==> config.mk <==
export PLATFORM = sky130hd
export DESIGN_NAME = ordered_list_append_pop_delete_core
export DESIGN_NICKNAME = d
export VERILOG_FILES = /design/src/hdl/olapd_pkg.sv /design/src/hdl/olapd_alu.sv /design/src/hdl/ordered_list_append_pop_delete_core.sv
export SDC_FILE = /design/constraint.sdc
export NUM_CORES = 1
export LEC_CHECK = 0
export BUFFER_PORTS_ARGS = -buffer_cell sky130_fd_sc_hd__buf_2
export CORE_ASPECT_RATIO = 1.75
export CORE_UTILIZATION = 60
export DETAILED_ROUTE_END_ITERATION = 10
export GPL_TIMING_DRIVEN = 0
export PLACE_DENSITY = 0.87
export SETUP_SLACK_MARGIN = 0.05
export SYNTH_ARGS = -nofsm -noshare
export SYNTH_HDL_FRONTEND = slang
export SYNTH_SLANG_ARGS = --single-unit
==> constraint.sdc <==
create_clock -name clock -period 5.6 [get_ports clock]
set_input_delay 1.12 -clock clock [delete_from_list [all_inputs] [get_ports clock]]
set_output_delay 1.12 -clock clock [all_outputs]
set_load 0.1 [all_outputs]
==> src/hdl/olapd_pkg.sv <==
// shared types and constants for the ordered list core
package olapd_pkg;

   localparam int unsigned DEPTH_DEFAULT = 16;
   localparam int unsigned VALUE_WIDTH   = 32;
   localparam int unsigned COUNT_WIDTH   = 5;

   typedef enum logic [1:0] {
      REQ_APPEND = 2'd0,
      REQ_POP    = 2'd1,
      REQ_DELETE = 2'd2
   } req_code_type;

   typedef enum logic [1:0] {
      ST_OK       = 2'd0,
      ST_FULL     = 2'd1,
      ST_EMPTY    = 2'd2,
      ST_NOTFOUND = 2'd3
   } status_type;

   typedef enum logic [2:0] {
      S_IDLE,
      S_DISPATCH,
      S_POP_DATA,
      S_SCAN,
      S_SHIFT,
      S_RESP
   } state_type;

endpackage

==> src/hdl/olapd_alu.sv <==
// shared unit: modular address adder and value compare
module olapd_alu #(
   parameter int unsigned DEPTH = olapd_pkg::DEPTH_DEFAULT,
   localparam int unsigned AW = $clog2(DEPTH)
) (
   input  logic [AW-1:0]                        addr_a,
   input  logic [AW-1:0]                        addr_b,
   input  logic signed [olapd_pkg::VALUE_WIDTH-1:0] cmp_a,
   input  logic signed [olapd_pkg::VALUE_WIDTH-1:0] cmp_b,
   output logic [AW-1:0]                        addr_sum,
   output logic                                 cmp_equal
);
   import olapd_pkg::*;

   logic [AW:0] raw_sum;
   logic [AW:0] wrapped;

   assign raw_sum = {1'b0, addr_a} + {1'b0, addr_b};

   always_comb begin
      if (raw_sum >= (AW+1)'(DEPTH)) begin
         wrapped = raw_sum - (AW+1)'(DEPTH);
      end else begin
         wrapped = raw_sum;
      end
   end

   assign addr_sum  = wrapped[AW-1:0];
   assign cmp_equal = (cmp_a == cmp_b);

endmodule

==> src/hdl/ordered_list_append_pop_delete_core.sv <==
// ordered list core: append at tail, pop head, delete first match, in a circular memory
//
// The list lives in a single-port-read, single-port-write memory used as a circular
// buffer, so append and pop touch one entry: append answers from the dispatch state, pop
// from the pop-data state after its read. Delete walks the list from the head one entry
// per cycle through one shared compare and address-increment unit, then moves every later
// entry down by one, again one entry per cycle, since the memory has one read port; a
// delete walks to the end of the list whether or not it finds a match. The core takes one
// item at a time and holds req_stall high until the result has been taken. Memory contents
// need no clearing after reset; entries beyond the count are never read.
module ordered_list_append_pop_delete_core #(
   parameter int unsigned DEPTH = olapd_pkg::DEPTH_DEFAULT
) (
   input  logic                                     clock,
   input  logic                                     reset,
   input  logic                                     req_valid,
   output logic                                     req_stall,
   input  logic [1:0]                               req_type,
   input  logic signed [olapd_pkg::VALUE_WIDTH-1:0] req_item_value,
   output logic                                     rsp_valid,
   input  logic                                     rsp_stall,
   output logic [1:0]                               rsp_status,
   output logic signed [olapd_pkg::VALUE_WIDTH-1:0] rsp_popped_value,
   output logic [olapd_pkg::COUNT_WIDTH-1:0]        rsp_entry_count
);
   import olapd_pkg::*;

   localparam int unsigned AW = $clog2(DEPTH);
   localparam int unsigned NW = AW + 1;

   logic signed [VALUE_WIDTH-1:0] mem [DEPTH];

   state_type state_ff, state_in;
   logic [NW-1:0] count_ff, count_in;
   logic [AW-1:0] head_ff, head_in;
   logic [AW-1:0] rd_ptr_ff, rd_ptr_in;
   logic [AW-1:0] wr_ptr_ff, wr_ptr_in;
   logic [AW-1:0] idx_ff, idx_in;
   logic [1:0] op_ff, op_in;
   logic signed [VALUE_WIDTH-1:0] value_ff, value_in;
   logic signed [VALUE_WIDTH-1:0] rd_data_ff;

   logic rsp_valid_ff, rsp_valid_in;
   logic [1:0] status_ff, status_in;
   logic signed [VALUE_WIDTH-1:0] popped_ff, popped_in;

   logic mem_we, mem_re;
   logic [AW-1:0] wr_addr, rd_addr;
   logic signed [VALUE_WIDTH-1:0] wr_data;

   logic [AW-1:0] alu_a, alu_b, alu_sum;
   logic alu_equal;
   logic req_accept, is_last, list_full, list_empty;

   assign req_accept = req_valid && !req_stall;
   assign is_last    = ({1'b0, idx_ff} + NW'(1)) == count_ff;
   assign list_full  = count_ff == NW'(DEPTH);
   assign list_empty = count_ff == '0;

   olapd_alu #(.DEPTH(DEPTH)) u_alu (
      .addr_a    (alu_a),
      .addr_b    (alu_b),
      .cmp_a     (rd_data_ff),
      .cmp_b     (value_ff),
      .addr_sum  (alu_sum),
      .cmp_equal (alu_equal)
   );

   // next state
   always_comb begin
      state_in = state_ff;
      unique case (state_ff)
         S_IDLE: begin
            if (req_accept) state_in = S_DISPATCH;
         end
         S_DISPATCH: begin
            state_in = S_RESP;
            if (op_ff == REQ_POP && !list_empty) state_in = S_POP_DATA;
            if (op_ff == REQ_DELETE && !list_empty) state_in = S_SCAN;
         end
         S_POP_DATA: state_in = S_RESP;
         S_SCAN: begin
            if (is_last) begin
               state_in = S_RESP;
            end else if (alu_equal) begin
               state_in = S_SHIFT;
            end
         end
         S_SHIFT: begin
            if (is_last) state_in = S_RESP;
         end
         S_RESP: begin
            if (!rsp_stall) state_in = S_IDLE;
         end
         default: state_in = S_IDLE;
      endcase
   end

   // datapath control
   always_comb begin
      count_in     = count_ff;
      head_in      = head_ff;
      rd_ptr_in    = rd_ptr_ff;
      wr_ptr_in    = wr_ptr_ff;
      idx_in       = idx_ff;
      op_in        = op_ff;
      value_in     = value_ff;
      rsp_valid_in = rsp_valid_ff;
      status_in    = status_ff;
      popped_in    = popped_ff;
      mem_we       = 1'b0;
      mem_re       = 1'b0;
      wr_addr      = wr_ptr_ff;
      rd_addr      = alu_sum;
      wr_data      = rd_data_ff;
      alu_a        = rd_ptr_ff;
      alu_b        = AW'(1);
      req_stall    = state_ff != S_IDLE;
      unique case (state_ff)
         S_IDLE: begin
            if (req_accept) begin
               op_in    = req_type;
               value_in = req_item_value;
            end
         end
         S_DISPATCH: begin
            status_in = ST_OK;
            popped_in = '0;
            rd_addr   = head_ff;
            rd_ptr_in = head_ff;
            idx_in    = '0;
            unique case (op_ff)
               REQ_APPEND: begin
                  alu_a   = head_ff;
                  alu_b   = count_ff[AW-1:0];
                  wr_addr = alu_sum;
                  wr_data = value_ff;
                  if (list_full) begin
                     status_in = ST_FULL;
                  end else begin
                     mem_we   = 1'b1;
                     count_in = count_ff + NW'(1);
                  end
               end
               REQ_POP: begin
                  if (list_empty) status_in = ST_EMPTY;
                  else mem_re = 1'b1;
               end
               REQ_DELETE: begin
                  if (list_empty) status_in = ST_NOTFOUND;
                  else mem_re = 1'b1;
               end
               default: ;
            endcase
            if (!(op_ff == REQ_POP || op_ff == REQ_DELETE) || list_empty) begin
               rsp_valid_in = 1'b1;
            end
         end
         S_POP_DATA: begin
            alu_a        = head_ff;
            head_in      = alu_sum;
            count_in     = count_ff - NW'(1);
            popped_in    = rd_data_ff;
            rsp_valid_in = 1'b1;
         end
         S_SCAN: begin
            if (is_last) begin
               rsp_valid_in = 1'b1;
               if (alu_equal) count_in = count_ff - NW'(1);
               else status_in = ST_NOTFOUND;
            end else begin
               mem_re    = 1'b1;
               rd_ptr_in = alu_sum;
               idx_in    = idx_ff + AW'(1);
               if (alu_equal) wr_ptr_in = rd_ptr_ff;
            end
         end
         S_SHIFT: begin
            mem_we    = 1'b1;
            wr_ptr_in = rd_ptr_ff;
            if (is_last) begin
               count_in     = count_ff - NW'(1);
               rsp_valid_in = 1'b1;
            end else begin
               mem_re    = 1'b1;
               rd_ptr_in = alu_sum;
               idx_in    = idx_ff + AW'(1);
            end
         end
         S_RESP: begin
            if (!rsp_stall) rsp_valid_in = 1'b0;
         end
         default: ;
      endcase
   end

   always_ff @(posedge clock) begin
      if (reset) begin
         state_ff     <= S_IDLE;
         count_ff     <= '0;
         head_ff      <= '0;
         rsp_valid_ff <= 1'b0;
      end else begin
         state_ff     <= state_in;
         count_ff     <= count_in;
         head_ff      <= head_in;
         rsp_valid_ff <= rsp_valid_in;
      end
   end

   always_ff @(posedge clock) begin
      rd_ptr_ff <= rd_ptr_in;
      wr_ptr_ff <= wr_ptr_in;
      idx_ff    <= idx_in;
      op_ff     <= op_in;
      value_ff  <= value_in;
      status_ff <= status_in;
      popped_ff <= popped_in;
   end

   // list storage
   always_ff @(posedge clock) begin
      if (mem_we) mem[wr_addr] <= wr_data;
      if (mem_re) rd_data_ff <= mem[rd_addr];
   end

   assign rsp_valid        = rsp_valid_ff;
   assign rsp_status       = status_ff;
   assign rsp_popped_value = popped_ff;
   assign rsp_entry_count  = COUNT_WIDTH'(count_ff);

   a_count_bound: assert property (@(posedge clock) disable iff (reset)
      count_ff <= NW'(DEPTH))
      else $error("entry count above depth");

   a_full_status: assert property (@(posedge clock) disable iff (reset)
      rsp_valid && rsp_status == ST_FULL |-> list_full)
      else $error("full status while list not full");

   a_empty_status: assert property (@(posedge clock) disable iff (reset)
      rsp_valid && rsp_status == ST_EMPTY |-> list_empty && rsp_popped_value == '0)
      else $error("empty status with entries or nonzero value");

   a_no_accept_pending: assert property (@(posedge clock) disable iff (reset)
      req_accept |-> !rsp_valid)
      else $error("item accepted while result pending");

endmodule

==> results of run 1 <==
==> how the worst max path moves through the flow <==
stage,from,end,slack (ns),cells past startpoint
global placement,op_ff[0],mem[14][16],-1.54,14
global route,op_ff[0],mem[4][1],0.05,15
detailed placement,op_ff[0],mem[6][16],0.37,15
floorplan,op_ff[0],mem[14][0],0.85,14
CTS,op_ff[1],mem[7][30],0.15,15
finish,op_ff[1],mem[4][16],0.15,15
==> cell type report <==
type,instances,area (um2),share of cell area (%)
Multi-Input combinational cell,594,6187,21.39
Sequential cell,637,19000,65.68
Clock inverter,35,464.2,1.605
Buffer,57,320.3,1.107
Tap cell,555,694.4,2.401
Inverter,11,41.29,0.1427
Timing Repair Buffer,101,855.8,2.959
Clock buffer,63,1364,4.715
==> repair_timing <==
action                     CTS  global route
hold buffers                 0             0
buffers inserted             0             4
setup endpoints to repair    0            43
==> through the flow <==
step	setup WS [ns]	util (%)	hold slack, ns	TNS, ns
after floorplan	0.8544	-	0.4204	0
after global placement	-1.543	63.47	0.4289	-684.70
after detailed placement	0.3734	64.77	0.4396	0
after global routing	0.04768	69.29	0.4800	0
final	0.1547	69.29	0.4650	0
after CTS	0.1483	69.15	0.4638	0
==> sequential cells by signal (all words and copies together) (netlist names) <==
register / count
mem: 512
rd_ptr_ff: 4
rsp_popped_value: 32
op_ff: 2
state_ff: 3
head_ff: 4
rd_data_ff: 32
value_ff: 32
wr_ptr_ff: 4
idx_ff: 4
rsp_valid: 1
rsp_entry_count: 5
rsp_status: 2
==> critical path, cell delays in order, from the launching register on <==
cell	delay, ns
sky130_fd_sc_hd__edfxtp_1	0.43
sky130_fd_sc_hd__inv_1	0.11
sky130_fd_sc_hd__ha_1	0.21
sky130_fd_sc_hd__nor4bb_1	0.39
sky130_fd_sc_hd__buf_6	0.21
sky130_fd_sc_hd__clkbuf_1	0.60
sky130_fd_sc_hd__nand2_1	0.20
sky130_fd_sc_hd__inv_1	0.10
sky130_fd_sc_hd__ha_1	0.23
sky130_fd_sc_hd__a21o_1	0.17
sky130_fd_sc_hd__a21oi_1	0.44
sky130_fd_sc_hd__xnor2_1	0.15
sky130_fd_sc_hd__mux2i_1	0.40
sky130_fd_sc_hd__nand2_1	0.42
sky130_fd_sc_hd__nor2_4	0.80
sky130_fd_sc_hd__buf_16	0.25
==> cells in the mapped netlist (all sizes together) (5+ instances only) <==
cell	n	share of area, %
a21oi	18	0.35
a31oi	5	0.12
and2	36	0.89
and3	6	0.17
buf	36	0.95
clkbuf	21	0.31
dfxtp	13	1.0
edfxtp	624	74
ha	11	0.54
inv	11	0.16
mux2	5	0.22
mux2i	98	3.9
mux4	128	11
nand2	119	1.8
nand3	9	0.18
nand4	9	0.22
nor2	35	0.52
o21ai	15	0.30
xnor2	42	1.4
==> power breakdown <==
group | leakage, nW | switching (mW) | internal (mW) | total, mW
combinational | 3.26 | 5.34 | 3.10 | 8.44
sequential | 5.78 | 0.370 | 6.76 | 7.13
clock | 0.884 | 1.74 | 2.22 | 3.96
==> metal layers <==
metal / track usage (%) / share of wire, % / vias to the layer above
li1: - / - / 5478
met1: 38.52 / 33 / 6847
met2: 51.42 / 50 / 1189
met3: 5.342 / 10 / 288
met4: 19.14 / 6.6 / 0
met5: 0 / 0 / -
==> cells by family (layout without fill, tap and decap cells) <==
kind of cell,after synthesis,in the layout,synth area share [%]
flip-flops,637,637,74.77
AND/OR/NAND/NOR,243,244,4.555
multiplexers,231,231,15.43
buffers and inverters,68,267,1.423
AO/OA/AOI/OAI,60,60,1.536
XOR/XNOR,46,46,1.586
adder cells (fa/ha/maj),13,13,0.6993
==> flow_results.org, run 1 <==
** Cells and area
- Final Instance Count excl. Fillers :: between 2000 and 2500
- Compared with the post-synthesis result, the final layout area differs by 13.84%.
- Leaving out fill and tap cells, the most frequent cells in the layout are sky130_fd_sc_hd__edfxtp_1, sky130_fd_sc_hd__mux4_2, sky130_fd_sc_hd__nand2_1, sky130_fd_sc_hd__mux2i_1, sky130_fd_sc_hd__buf_2.
- Share of final-layout standard cells stronger than drive strength 1 :: roughly 25%
- The number of antenna diodes in the final layout is 0.
- Leaving out fill and tap cells, the most frequent cell in the layout is sky130_fd_sc_hd__edfxtp_1.
- Number of fillers in the final layout :: roughly 2400
- For this run, the post-layout net count is around 1500.
- The finished cells cover 28930 um2.

** Clock network
- Number of buffers created by CTS :: 52
- Worst-skew pair later-pin latency :: slightly above 0.6 ns
- Clock Tree Root :: sky130_fd_sc_hd__clkbuf_16
- H-tree depth reported by CTS :: 2
- Clock-pin slew of the registers on the worst-case setup and hold paths :: approximately 0.07 ns
- Clock net sink count :: between 600 and 700
- CTS tree :: yes
- Post-CTS sizing :: 0
- Buffers from clock root to sink, at most :: 3

** Detailed routing
- Residual DRC count :: 0
- 1st-iter DRT viols :: slightly above 2000
- Via count :: between 10000 and 15000
- Ratio of routed vias to standard cells :: between 6 and 7
- The first detailed-routing pass took 6 iterations.
- Residual antenna-violating net count after detailed routing :: 0
- Wires add up to ~65 mm.
- In the final routed layout, each cell accounts on average for 31.65 um.

** Floorplanning
- The die is around 270 um tall.
- Effective utilization at floorplan :: around three fifths
- In this run the core area contains 99 standard-cell rows.
- Chip width :: between 150 and 200 um
- In this run the standard cell core region covers ~42000 um2.
- I/O pin cnt :: a little under 80
- The floorplan step defined a die boundary enclosing between 40000 and 50000 um2.

** Logic synthesis
- Among all flip-flop cells after synthesis, the most frequent one is sky130_fd_sc_hd__edfxtp_1.
- Post-synth design cell area :: 25410 um2
- Synthesized instance count :: 1298
- Of all flip-flops after synthesis, the portion carrying an async set or reset was 0%.
- Synthesis produced a netlist with a net count of ~1300.
- Syn Area/Cell :: between 15 and 20 um2
- Sequential cells were found to cover 74.77% of the synthesized design area.
- Synthesis inferred between 600 and 700 register bits.
- Yosys mapped a number of flops with a built-in enable equal to about 620.
- The synthesized netlist contains 51 unique library cells.
- Yosys printed 0 warnings.

** Global routing
- Largest net degree at the start of global routing :: 25
- The number of global-route vias before repair is between 10000 and 15000.
- In the global route stage, overall resource usage came out at between 30% and 40%.
- The number of antenna violations at the first check in global routing was 0.
- GRT Residual Overflow :: 0
- Wire length of the first global-routing pass :: 93.37 mm

** Timing
- The max-slew violation count came to 0.
- Based on the critical path, the design can be clocked at up to around 0.18 GHz.
- Normalized max-slew margin :: ~16%
- Period minus WS final :: between 5 and 6 ns
- Tcrit/Tclk final :: between 90% and 100%
- For the pin with the worst max-slew slack, the measured transition is around 1.3 ns.
- Setup repair after global routing could not meet its margin everywhere.
- Final setup violation count :: 0
- Between clock sinks in the finished design, the worst skew comes to between 0.03 and 0.04 ns.
- The count of endpoints failing hold in the final timing report came to 0.

** Worst setup path
- The setup check on the worst reg-to-reg path leaves a slack of around 0.15 ns.
- The setup path with the least slack is of type reg2reg.
- Startpoint types :: flip-flop
- Worst-case reg-to-reg path depth :: 15
- STA classifies the critical path endpoint as a flip-flop.
- In this run the critical register-to-register path is launched from op_ff[1].
- Crit path max fanout :: 18
- R2R Path End :: mem[4][16]
- Required time reported for the critical path endpoint :: between 5 and 6 ns
- Data on the critical path arrives at its endpoint at about 5.8 ns.

** Placed design
- Placed cell area :: between 20000 and 30000 um2
- After detailed placement, the design holds a cell count of a little under 2000.
- Detailed placement ended at an HPWL of about 38 mm.
- Port buffering added 78 buffers.
- The congestion estimate from routability-driven global placement came to approximately 0.86.

** Hold path
- Class of the tightest hold or removal check :: reg2reg
- Number of cells on the worst hold path :: 0
- For hold timing, the worst endpoint is wr_ptr_ff[1].
- Hold Crit Start :: rd_ptr_ff[1]

** Pwr
- Overall power :: between 15 and 20 mW
- Cell Pwr Density :: 675.4 nW/um2
- Leak pwr :: about 9.9 nW
- IR analysis of the VDD net gives a maximum drop of between 400 and 500 uV.

** Outcome
- The flow ran to the end, and the final reports show no timing, DRC or antenna violations.

** Run
- The tool flagged a number of max-cap violations equal to 0.
Power figures use the tool's default switching activity.
==> inputs of run 2 (changes only) <==
--- a/config.mk
+++ b/config.mk
@@ -7,10 +7,10 @@
 export LEC_CHECK = 0
 export BUFFER_PORTS_ARGS = -buffer_cell sky130_fd_sc_hd__buf_2
 export CORE_ASPECT_RATIO = 1.75
-export CORE_UTILIZATION = 60
+export CORE_UTILIZATION = 40
 export DETAILED_ROUTE_END_ITERATION = 10
 export GPL_TIMING_DRIVEN = 0
-export PLACE_DENSITY = 0.87
+export PLACE_DENSITY = 0.65
 export SETUP_SLACK_MARGIN = 0.05
 export SYNTH_ARGS = -nofsm -noshare
 export SYNTH_HDL_FRONTEND = slang
==> constraint.sdc (replaced) <==
create_clock -name clock -period 5.6 [get_ports clock]
set_input_delay 0.28 -clock clock [delete_from_list [all_inputs] [get_ports clock]]
set_output_delay 0.28 -clock clock [all_outputs]
set_load 0.1 [all_outputs]
==> run 2 against run 1 <==
Compared with the run above:
- the run now ends with DRC left
- critical endpoint is now mem[6][12]
- core utilization shrank 22 points
- via count shrank 6.3%
- die area is 49% higher
- clock skew decreased by 0.019 ns
- sequential power about the same
- register-to-register slack improved by 0.18 ns
==> flow_results.org, run 2 (synthesis results as in run 1) <==
** Outcome
- The run finished, with violations left.
- The final reports fail on DRC.

** Floorplanning
- The die covers between 60000 and 70000 um2.
- The core region is around 63000 um2.
- The floorplan step set the die height to 335.4 um.
- Effective utilization at floorplan :: roughly two fifths
- During I/O placement, the number of pins put on the boundary was between 70 and 80.
- The die is about 190 um wide.
- In this run the core area contains ~120 standard-cell rows.

** Worst setup path
- The slowest stage of the critical path is the sky130_fd_sc_hd__nor2_4 cell.
- Crit. End Element :: flip-flop
- Walking the worst path, the cells encountered are inv_1 > ha_1 > nor4bb_1 > buf_6 > clkbuf_1 > nand2_1 > inv_1 > ha_1 > a21o_1 > a21oi_1 > xnor2_1 > mux2i_1 > o211ai_1 > nor2_4 > buf_12.
- Startpoint types :: flip-flop
- In this design, the stage delay of the slowest critical-path cell is roughly 0.67 ns.
- The startpoint identified for the worst register-to-register timing path is op_ff[1].
- The worst setup path is of the reg2reg kind.
- Worst-case reg-to-reg path depth :: 15
- CP Data Arrival Time :: about 5.6 ns
- In this run the worst path has a maximum fanout of 19.
- Required time reported for the critical path endpoint :: 5.90 ns
- For flop-to-flop paths, the worst setup slack is about 0.34 ns.
- R2R Path End :: mem[6][12]

** Pwr
- VDD sags by at most ~300 uV.
- Cell Pwr Density :: 653.7 nW/um2
- Leak pwr :: roughly 10 nW

** Cells and area
- Top library cells by usage in the layout, fill and taps aside :: sky130_fd_sc_hd__edfxtp_1, sky130_fd_sc_hd__mux4_2, sky130_fd_sc_hd__nand2_1, sky130_fd_sc_hd__mux2i_1, sky130_fd_sc_hd__buf_2
- The number of antenna diodes in the final layout is 0.
- Post-route core utilization :: 47.25%
- Register bank with the most flops :: mem
- Number of flip-flops in the largest register :: 512
- From synthesis to final layout, the design area changed by 16.27%.
- Nets :: ~1500
- Leading cell type in the layout, fill and taps excluded :: sky130_fd_sc_hd__edfxtp_1
- The post-route netlist has between 20 and 30% of its cells at a drive strength greater than 1.

** Placed design
- The count of buffers added on input and output ports is 78.
- Worst slack after detailed placement :: around 0.23 ns
- Summed over all nets, the half-perimeter wirelength after detailed placement is a little under 40 mm.
- The congestion estimate from routability-driven global placement came to about 0.9.

** Timing
- Period minus WS final :: roughly 5.3 ns
- For the pin with the worst max-slew slack, the measured transition is approximately 1.1 ns.
- Number of max-slew violations in the final report :: 0
- Number of hold violations in the final report :: 0
- Setup repair after global routing left no endpoint under its margin.
- Once routing completed, OpenROAD measured the worst setup slack at 0.3388 ns.
- Setup TNS :: 0 ns
- The final critical path takes up a little over nine tenths of the cycle.
- The clock arrives with ~0.013 ns of skew.
- Normalized max-slew margin :: between 20% and 30%
- Setup violations remaining at the end of the flow were counted as 0.
- Peak Freq :: roughly 0.19 GHz

** Detailed routing
- 1st-pass router iterations :: 8
- After the first detailed-routing iteration, the DRC count stood at roughly 1100.
- Post-detailed-routing wire length :: roughly 60 mm
- Average routed wire per standard cell :: between 20 and 30 um
- Ratio of routed vias to standard cells :: 5.553
- The detail route stage leaves a number of antenna-violating nets equal to 0.
- Via count :: 12938
- For this run, design rule violations remaining after detail routing come to 20.

** Clock network
- Counting every sink on the clock net gives about 640.
- Setup bufs post-CTS :: 0
- The root buffer cell chosen for the clock tree is sky130_fd_sc_hd__clkbuf_16.
- TritonCTS built the clock tree.
- Clock-pin slew of the registers on the worst-case setup and hold paths :: roughly 0.07 ns
- For the worst-skew pair, the clock arrives at the later sink with an insertion delay of around 0.6 ns.
- Number of buffers created by CTS :: between 50 and 60
- The clock passes through at most 3 buffers.
- H-tree depth reported by CTS :: 2

** Hold path
- Number of cells on the worst hold path :: 3
- For hold timing, the worst endpoint is state_ff[0].
- In this run the most critical hold path is launched from req_valid.
- The tightest min-delay check is of the in2reg type.

** Global routing
- Summed over all layers, the global routing overflow is 0.
- Via count of the first global-routing pass :: between 10000 and 15000
- Entering global routing, the biggest net connects 23 pins.
- Number of antenna violations at the first check in global routing :: 0
- Total global routing track utilization :: between 10% and 20%
- Wire length of the first global-routing pass :: about 90 mm

** Run
- Max-cap violations :: 0
-- run 2: worst max-delay path by stage --
stage,cells past startpoint,to,from,slack (ns)
detailed placement,15,rd_data_ff[20],state_ff[0],0.23
global route,15,rd_data_ff[10],state_ff[0],0.11
global placement,14,mem[14][24],op_ff[0],-1.80
finish,15,mem[6][12],op_ff[1],0.34
floorplan,14,mem[14][0],op_ff[0],0.85
CTS,15,rd_data_ff[20],state_ff[0],0.20
-- run 2: final cells by class --
type                            count  area, um2
Buffer                             57      322.8
Timing Repair Buffer              131       1119
Fill cell                        5126      32990
Inverter                           11      41.29
Clock buffer                       65       1456
Clock inverter                     37      422.9
Sequential cell                   637      19000
Tap cell                          799      999.7
Multi-Input combinational cell    593       6181
-- run 2: layer usage --
layer	global-route usage [%]	share of wire [%]
met2	34.08	52
met4	6.718	2.9
met1	24.44	38
met5	0	0
met3	3.020	7.0
-- run 2: report_power, final --
group | leakage (nW) | total, mW | internal, mW | switching [mW]
logic | 3.37 | 8.20 | 3.11 | 5.09
clock network | 0.931 | 3.98 | 2.28 | 1.70
registers | 5.78 | 7.14 | 6.77 | 0.371
-- run 2: critical path, delay by kind of cell, from the launching register on --
kind | cells | cell delay (ns)
simple gates | 3 | 1.27
buf+inv | 5 | 1.28
compound gates | 3 | 1.04
xor+xnor | 1 | 0.17
fa+ha+maj | 2 | 0.44
mux | 1 | 0.32
flops | 1 | 0.43
-- run 2: through the flow --
step	power [mW]	hold slack, ns	cells	area (um2)
6_report	19.31	0.04104	2330	29540
5_1_grt	20.11	0.04448	2330	29540
2_1_floorplan	12.94	0.3789	1298	25410
3_3_place_gp	15.21	0.4260	2175	26800
3_5_place_dp	15.52	0.4350	2194	27320
4_1_cts	19.50	0.01808	2330	29540
-- run 2: what timing repair did --
action	CTS	global route
setup endpoints to repair	0	6
endpoints found under the hold margin	34	0
hold buffers	34	0
gates resized for setup	0	6
